[src/rtl/carsm_pkg.sv]
// ----------------------------------------------------------------------------
// carsm_pkg
// Shared types and constants of the cellular automaton row smoother.
// ----------------------------------------------------------------------------
package carsm_pkg;

   localparam int MAX_ROW_WIDTH = 32;
   localparam int ROW_W         = 32;
   localparam int ROW_CAP       = (MAX_ROW_WIDTH < ROW_W) ? MAX_ROW_WIDTH : ROW_W;
   localparam int THR_W         = 4;
   localparam int WIDTH_W       = 6;
   localparam int CSR_DATA_W    = 6;

   localparam logic [THR_W-1:0]   BIRTH_RESET   = THR_W'(5);
   localparam logic [THR_W-1:0]   SURVIVE_RESET = THR_W'(3);
   localparam logic [WIDTH_W-1:0] WIDTH_RESET   = WIDTH_W'(24);

   localparam logic [ROW_W-1:0] ALL_ALIVE = '1;

   localparam int FIFO_DEPTH = 4;
   localparam int PTR_W      = $clog2(FIFO_DEPTH);
   localparam int CNT_W      = PTR_W + 1;

   typedef enum logic [1:0] {
      REG_BIRTH   = 2'd0,
      REG_SURVIVE = 2'd1,
      REG_WIDTH   = 2'd2,
      REG_INVERT  = 2'd3
   } csr_index_type;

   typedef struct packed {
      logic [THR_W-1:0] birth;
      logic [THR_W-1:0] survive;
      logic [ROW_W-1:0] mask;
      logic             invert;
   } cfg_type;

   // up to two result rows per accepted input row
   typedef struct packed {
      logic [ROW_W-1:0] up_row;
      logic [ROW_W-1:0] mid_row;
      logic [ROW_W-1:0] down_row;
      logic             has_a;
      logic             a_last;
      logic             has_b;
   } job_type;

   typedef struct packed {
      logic [ROW_W-1:0] next_row;
      logic             last_out;
   } result_type;

endpackage

[src/rtl/carsm_window.sv]
// ----------------------------------------------------------------------------
// carsm_window
// Holds the two previous rows and registers the neighbourhood job per beat.
// ----------------------------------------------------------------------------
module carsm_window (
   input  logic                     clock,
   input  logic                     reset,
   input  logic                     accept,
   input  logic [carsm_pkg::ROW_W-1:0] row_cells,
   input  logic                     last_row,
   output carsm_pkg::job_type       job
);
   import carsm_pkg::*;

   logic [ROW_W-1:0] above_row_ff, above_row_in;
   logic [ROW_W-1:0] held_row_ff, held_row_in;
   logic             row_held_ff, row_held_in;
   job_type          job_ff, job_in;

   always_comb begin
      above_row_in = above_row_ff;
      held_row_in  = held_row_ff;
      row_held_in  = row_held_ff;
      job_in       = '0;
      job_in.up_row   = above_row_ff;
      job_in.mid_row  = held_row_ff;
      job_in.down_row = row_cells;
      if (accept) begin
         if (!row_held_ff) begin
            if (last_row) begin
               // single-row grid: live boundary above and below
               job_in.up_row   = ALL_ALIVE;
               job_in.mid_row  = row_cells;
               job_in.down_row = ALL_ALIVE;
               job_in.has_a    = 1'b1;
               job_in.a_last   = 1'b1;
            end else begin
               above_row_in = ALL_ALIVE;
               held_row_in  = row_cells;
               row_held_in  = 1'b1;
            end
         end else begin
            job_in.has_a = 1'b1;
            if (last_row) begin
               job_in.has_b = 1'b1;
               row_held_in  = 1'b0;
            end else begin
               above_row_in = held_row_ff;
               held_row_in  = row_cells;
            end
         end
      end
   end

   always_ff @(posedge clock) begin
      above_row_ff <= above_row_in;
      held_row_ff  <= held_row_in;
      job_ff.up_row   <= job_in.up_row;
      job_ff.mid_row  <= job_in.mid_row;
      job_ff.down_row <= job_in.down_row;
      if (reset) begin
         row_held_ff  <= 1'b0;
         job_ff.has_a <= 1'b0;
         job_ff.a_last <= 1'b0;
         job_ff.has_b <= 1'b0;
      end else begin
         row_held_ff  <= row_held_in;
         job_ff.has_a <= job_in.has_a;
         job_ff.a_last <= job_in.a_last;
         job_ff.has_b <= job_in.has_b;
      end
   end

   assign job = job_ff;

endmodule

[src/rtl/carsm_row_gen.sv]
// ----------------------------------------------------------------------------
// carsm_row_gen
// One generation of one row from its 3x3 neighbourhood rows.
// ----------------------------------------------------------------------------
module carsm_row_gen (
   input  logic [carsm_pkg::ROW_W-1:0] up_row,
   input  logic [carsm_pkg::ROW_W-1:0] mid_row,
   input  logic [carsm_pkg::ROW_W-1:0] down_row,
   input  carsm_pkg::cfg_type          cfg,
   output logic [carsm_pkg::ROW_W-1:0] next_row
);
   import carsm_pkg::*;

   function automatic logic [3:0] count8(input logic [7:0] bits);
      logic [3:0] sum;
      sum = '0;
      for (int i = 0; i < 8; i++) begin
         sum = sum + {3'b000, bits[i]};
      end
      return sum;
   endfunction

   // columns outside the grid, either side, count as alive
   logic [ROW_W+1:0] up_ext, mid_ext, dn_ext;
   logic [ROW_W-1:0] raw_row;

   assign up_ext  = {1'b1, up_row   | ~cfg.mask, 1'b1};
   assign mid_ext = {1'b1, mid_row  | ~cfg.mask, 1'b1};
   assign dn_ext  = {1'b1, down_row | ~cfg.mask, 1'b1};

   always_comb begin
      for (int k = 0; k < ROW_W; k++) begin
         logic [3:0] n;
         n = count8({up_ext[k+2 -: 3], dn_ext[k+2 -: 3], mid_ext[k], mid_ext[k+2]});
         raw_row[k] = (mid_ext[k+1] ? (n >= cfg.survive) : (n >= cfg.birth)) ^ cfg.invert;
      end
   end

   assign next_row = raw_row & cfg.mask;

endmodule

[src/rtl/carsm_out_fifo.sv]
// ----------------------------------------------------------------------------
// carsm_out_fifo
// Result queue: takes up to two rows per cycle, hands out one beat a cycle while pop is high.
// ----------------------------------------------------------------------------
module carsm_out_fifo (
   input  logic                         clock,
   input  logic                         reset,
   input  logic                         push_a,
   input  carsm_pkg::result_type        data_a,
   input  logic                         push_b,
   input  carsm_pkg::result_type        data_b,
   input  logic                         pop,
   output logic                         not_empty,
   output carsm_pkg::result_type        head,
   output logic [carsm_pkg::CNT_W-1:0]  fill
);
   import carsm_pkg::*;

   result_type       entry_ff [FIFO_DEPTH];
   logic [PTR_W-1:0] wr_ptr_ff, wr_ptr_in;
   logic [PTR_W-1:0] rd_ptr_ff, rd_ptr_in;
   logic [CNT_W-1:0] count_ff, count_in;
   logic [1:0]       n_push;
   logic             do_pop;

   assign n_push = {1'b0, push_a} + {1'b0, push_b};
   assign do_pop = pop && (count_ff != '0);

   always_comb begin
      wr_ptr_in = wr_ptr_ff + PTR_W'(n_push);
      rd_ptr_in = rd_ptr_ff + PTR_W'(do_pop);
      count_in  = count_ff + CNT_W'(n_push) - CNT_W'(do_pop);
   end

   always_ff @(posedge clock) begin
      if (push_a) begin
         entry_ff[wr_ptr_ff] <= data_a;
      end
      if (push_b) begin
         entry_ff[wr_ptr_ff + PTR_W'(1)] <= data_b;
      end
      if (reset) begin
         wr_ptr_ff <= '0;
         rd_ptr_ff <= '0;
         count_ff  <= '0;
      end else begin
         wr_ptr_ff <= wr_ptr_in;
         rd_ptr_ff <= rd_ptr_in;
         count_ff  <= count_in;
      end
   end

   assign not_empty = (count_ff != '0);
   assign head      = entry_ff[rd_ptr_ff];
   assign fill      = count_ff;

endmodule

[src/rtl/cellular_automaton_row_smoother_unit.sv]
// ----------------------------------------------------------------------------
// cellular_automaton_row_smoother_unit
// One generation of a binary cave automaton over a row-streamed grid.
// ----------------------------------------------------------------------------
//  channel  | ports                         | role
//  ---------+-------------------------------+-------------------------------
//  req      | req_valid/stall, row, last    | one grid row per beat
//  rsp      | rsp_valid/stall, row, last    | next generation, one row lag
//  csr      | csr_we, csr_index, csr_wdata  | thresholds, width, invert
//
//  One row accepted per cycle unless req_stall is high; a result for the row that
//  completes its neighbourhood passes the window register, then the result queue.
//  A last row after a held row pushes two results at once and can stall the input.
//  Reset clears the held-row flag and empties the four-entry result queue.
//  req_stall rises when the queue could not take a worst-case two-row beat.
// ----------------------------------------------------------------------------
module cellular_automaton_row_smoother_unit (
   input  logic                               clock,
   input  logic                               reset,
   input  logic                               req_valid,
   output logic                               req_stall,
   input  logic [carsm_pkg::ROW_W-1:0]        req_row_cells,
   input  logic                               req_last_row,
   output logic                               rsp_valid,
   input  logic                               rsp_stall,
   output logic [carsm_pkg::ROW_W-1:0]        rsp_next_row,
   output logic                               rsp_last_out,
   input  logic                               csr_we,
   input  carsm_pkg::csr_index_type           csr_index,
   input  logic [carsm_pkg::CSR_DATA_W-1:0]   csr_wdata
);
   import carsm_pkg::*;

   logic [THR_W-1:0]   birth_ff;
   logic [THR_W-1:0]   survive_ff;
   logic [WIDTH_W-1:0] width_ff;
   logic               invert_ff;

   always_ff @(posedge clock) begin
      if (reset) begin
         birth_ff   <= BIRTH_RESET;
         survive_ff <= SURVIVE_RESET;
         width_ff   <= WIDTH_RESET;
         invert_ff  <= 1'b0;
      end else if (csr_we) begin
         unique case (csr_index)
            REG_BIRTH:   birth_ff   <= csr_wdata[THR_W-1:0];
            REG_SURVIVE: survive_ff <= csr_wdata[THR_W-1:0];
            REG_WIDTH:   width_ff   <= csr_wdata[WIDTH_W-1:0];
            REG_INVERT:  invert_ff  <= csr_wdata[0];
            default: ;
         endcase
      end
   end

   // effective width clamped to 1..cap, as a column mask
   cfg_type            cfg;
   logic [WIDTH_W-1:0] eff_width;

   always_comb begin
      if (width_ff == '0) begin
         eff_width = WIDTH_W'(1);
      end else if (width_ff > WIDTH_W'(ROW_CAP)) begin
         eff_width = WIDTH_W'(ROW_CAP);
      end else begin
         eff_width = width_ff;
      end
      for (int k = 0; k < ROW_W; k++) begin
         cfg.mask[k] = (WIDTH_W'(k) < eff_width);
      end
      cfg.birth   = birth_ff;
      cfg.survive = survive_ff;
      cfg.invert  = invert_ff;
   end

   logic       req_beat;
   job_type    job;
   logic [ROW_W-1:0] row_a, row_b;
   result_type res_a, res_b, head;
   logic [CNT_W-1:0] fill;
   logic [CNT_W:0]   level;
   logic             not_empty;

   assign req_beat = req_valid && !req_stall;

   carsm_window u_window (
      .clock     (clock),
      .reset     (reset),
      .accept    (req_beat),
      .row_cells (req_row_cells),
      .last_row  (req_last_row),
      .job       (job)
   );

   carsm_row_gen u_gen_a (
      .up_row   (job.up_row),
      .mid_row  (job.mid_row),
      .down_row (job.down_row),
      .cfg      (cfg),
      .next_row (row_a)
   );

   // flushed final row: held and last rows, live boundary below
   carsm_row_gen u_gen_b (
      .up_row   (job.mid_row),
      .mid_row  (job.down_row),
      .down_row (ALL_ALIVE),
      .cfg      (cfg),
      .next_row (row_b)
   );

   assign res_a = '{next_row: row_a, last_out: job.a_last};
   assign res_b = '{next_row: row_b, last_out: 1'b1};

   carsm_out_fifo u_fifo (
      .clock     (clock),
      .reset     (reset),
      .push_a    (job.has_a),
      .data_a    (res_a),
      .push_b    (job.has_b),
      .data_b    (res_b),
      .pop       (!rsp_stall),
      .not_empty (not_empty),
      .head      (head),
      .fill      (fill)
   );

   // leave room for the job in flight plus a two-row beat
   assign level = {1'b0, fill} + (CNT_W+1)'(job.has_a) + (CNT_W+1)'(job.has_b);
   assign req_stall = (level > (CNT_W+1)'(FIFO_DEPTH - 2));

   assign rsp_valid    = not_empty;
   assign rsp_next_row = head.next_row;
   assign rsp_last_out = head.last_out;

endmodule

[config.mk]
export PLATFORM = sky130hd
export DESIGN_NAME = cellular_automaton_row_smoother_unit
export DESIGN_NICKNAME = d
export VERILOG_FILES = /design/src/rtl/carsm_pkg.sv /design/src/rtl/carsm_window.sv /design/src/rtl/carsm_row_gen.sv /design/src/rtl/carsm_out_fifo.sv /design/src/rtl/cellular_automaton_row_smoother_unit.sv
export SDC_FILE = /design/constraint.sdc
export NUM_CORES = 1
export LEC_CHECK = 0
export ABC_AREA = 0
export BUFFER_PORTS_ARGS = -buffer_cell sky130_fd_sc_hd__buf_2
export CORE_ASPECT_RATIO = 1.2
export CORE_MARGIN = 2
export CORE_UTILIZATION = 55
export CTS_CLUSTER_DIAMETER = 150
export DETAILED_ROUTE_END_ITERATION = 7
export GPL_ROUTABILITY_DRIVEN = 0
export PLACE_DENSITY = 0.71
export SYNTH_ARGS = -nofsm -noshare
export SYNTH_HDL_FRONTEND = slang
export SYNTH_SLANG_ARGS = --single-unit
[constraint.sdc]
create_clock -name clock -period 7.24 [get_ports clock]
set_input_delay 0.362 -clock clock [delete_from_list [all_inputs] [get_ports clock]]
set_output_delay 0.362 -clock clock [all_outputs]
set_load 0.01 [all_outputs]
==> run metrics <==
Tot GR Track Use 0.2826; initial antenna violation count 0; die footprint ~0.066 mm^2; pwr dens 311.8 mW/mm^2; Antenna Nets Post-Route 0; met3 global-route usage 0.05855; GRT Residual Overflow 0; row count about 100; max cap viols 0; critical path launch point type register; relative max-transition margin 0.1697; core area 0.06344 mm^2; met2 usage 0.4697; status finished, final reports clean; Area Overhead vs Synth 8.495%; post-synthesis mux area share 0.1091; RSZ-0062 raised after global routing false; Req. time, crit path around 7.6 ns; Crit Path Class register to register; Achievable Freq 0.1590 GHz; post_cts resized 0; xor/xnor cell area share of the yosys netlist 0.01659; Tmin final roughly 6.3 ns; Initial Util 0.5577; vias in the first global route ~26000; CP arrival approximately 6.6 ns; Syn Inst Count around 3500; Synth Cell Area between 0.03 and 0.04 mm^2; Clock Latency Late Sink 0.58 ns; peak supply drop around 0.22 mV; Adder-Cell Fraction of Synth Area 0.3674; DRC errors left 0; CTS tree built; leakage 18.00 nW; total power 0.01197 W; Fin Setup TNS 0 ns; largest net degree at the start of global routing 44; ANT cells 0; largest family of logic cells by synthesized area adder cells; Slew @ Worst Pin 1.246 ns; Final Hold Viols 0; Worst setup EP type register; area leader, netlist ha_1; detailed placement HPWL roughly 64000 um; Clock Tree Buf Depth 3; initial DRC count about 1800; Mean Syn Cell Area 10.05 um^2; Clk pin slew, worst setup/hold paths ~0.060 ns; final setup vio count 0; Filler cells 5358; skew final ~0.02 ns; met1 Track Usage GR 0.3672; total number of vias around 26000; CTS HTree Levels 2; post-synth top area share 0.2599; Yosys cell types 66; WL final 93310 um; Post-synth EDFFs approximately 190; first-pass GRT wire length 145500 um; area of the multi-input gates 0.02462 mm^2; Worst Hold Class input port to register; DR pass1 iterations 5; WL per Instance about 21 um; ys flop type edfxtp_1; Synth Area in Compound Gates 0.1087; Die Ht between 200 and 300 um; Seq/Total Area, Yosys 0.2343; simple-gate share of the synthesized area 0.09230; postcts setup bufs 0; sequential standard cell area 0.008299 mm^2; FF-to-FF setup slack ~0.95 ns; CTS root buf clkbuf_16; period utilization 0.8688; asr flop ratio synth 0; die width roughly 240 um; Post-layout nets approximately 4600; top fanout value on the critical path 18; number of port buffers 80; synth top area cells ha_1 (26%), edfxtp_1 (16%), fa_1 (11%); Syn Nets between 4000 and 5000; Synth Register Bits 318; Synth warnings 0; IO Count a little over 80; cts bufs inserted 38; clk sinks 318; layout cell share with drive strength beyond 1 0.1058; grt peak-use layer met2; Final Slew Violations 0; Avg Vias per Cell roughly 5.8
==> report_power, final <==
group          switching (W)  internal [W]  total, W
registers           0.000126       0.00208   0.00221
clock network       0.000829       0.00115   0.00198
logic                0.00428       0.00351   0.00779
total                0.00523       0.00674    0.0120
==> through the flow <==
stage	setup WS, ns	std cells	area [um^2]	hold WS [ns]	util
after floorplan	1.905	3522	35380	0.4010	-
after global placement	1.027	4386	36880	0.4037	0.5814
after detailed placement	0.9584	4386	36880	0.4079	0.5814
after CTS	0.9436	4482	38380	0.002336	0.6051
after global routing	0.4953	4482	38380	0.007556	0.6051
final	0.9499	4482	38380	0.01857	0.6051
==> cell usage after synthesis, types with 36 or more instances <==
master and count:
nor2_1 197, nand2b_1 173, clkbuf_1 68, a21oi_1 194
edfxtp_1 192, mux2_2 36, mux2i_1 263, fa_1 190
dfxtp_1 126, or3_1 41, xnor2_1 67, a2111oi_0 42
nor3_1 85, o21ai_0 169, inv_1 575, ha_1 735
==> cells by family after synthesis <==
kind of cell | Yosys count
multiplexers | 337
adder cells (fa/ha/maj) | 925
flip-flops | 318
AND/OR/NAND/NOR | 619
XOR/XNOR | 67
buffers and inverters | 665
AO/OA/AOI/OAI | 591
==> state kept, by name (all words and copies together) (netlist names) <==
name	cells
width_ff	6
u_window.held_row_ff	32
survive_ff	4
u_fifo.rd_ptr_ff	2
birth_ff	4
u_fifo.fill	3
u_fifo.entry_ff	132
u_fifo.wr_ptr_ff	2
u_window.above_row_ff	32
u_window.row_held_ff	1
invert_ff	1
u_window.job	99
==> placed cells by master, fill, tap and decap left out, types with 35 or more instances in the layout <==
master / netlist / final
a2111oi_0: 42 / 42
a21oi_1: 194 / 194
buf_2: 11 / 80
buf_4: 4 / 48
clkbuf_16: 0 / 41
dfxtp_1: 126 / 121
edfxtp_1: 192 / 192
fa_1: 190 / 190
ha_1: 735 / 735
inv_1: 575 / 569
mux2_2: 36 / 36
mux2i_1: 263 / 263
nand2b_1: 173 / 173
nor2_1: 197 / 180
nor2b_1: 35 / 35
nor3_1: 85 / 85
o21ai_0: 169 / 169
or2_2: 35 / 35
or3_1: 41 / 41
xnor2_1: 67 / 67
==> critical path, stage by stage (launching register included) <==
cell	delay [ns]
dfxtp_1	0.89
and3_1	0.34
a21oi_1	0.28
nor2_1	0.57
inv_1	0.21
ha_1	0.33
inv_1	0.05
fa_1	0.52
fa_1	0.44
fa_1	0.44
fa_1	0.39
xnor2_1	0.22
ha_1	0.27
o21ai_0	0.15
a21oi_1	0.07
o31ai_2	0.51
mux2i_1	0.26
a21oi_1	0.08
==> what timing repair did <==
| item | in CTS | in global routing |
|---|---|---|
| hold endpoints to repair | 51 | 0 |
| endpoints found under the setup margin | 0 | 0 |
| hold buffers | 26 | 0 |
==> per-layer routing <==
metal,wire length (um),up-vias,part of all wire
met2,43100,861,0.46
li1,-,12460,-
met3,7167,192,0.077
met5,0,-,0
met1,39840,12683,0.43
met4,3208,0,0.034
==> worst paths after layout <==
| check | startpoint | to | cells past startpoint |
|---|---|---|---|
| setup / recovery | width_ff[3] | u_fifo.entry_ff[1][28] | 17 |
| setup reg to reg | width_ff[3] | u_fifo.entry_ff[1][28] | 17 |
| hold / removal | req_row_cells[7] | u_window.held_row_ff[7] | 1 |
| hold reg to reg | u_window.above_row_ff[9] | u_window.job[76] | 1 |
==> cell type report <==
class	count	share of cell area
clock buffer	51	0.02797
clock inverter	19	0.004433
inverter	577	0.05656
multi-input combinational	2539	0.6414
sequential	318	0.2162
tap	824	0.02686
timing repair buffer	154	0.02660
(Power assumes the default switching activity.)
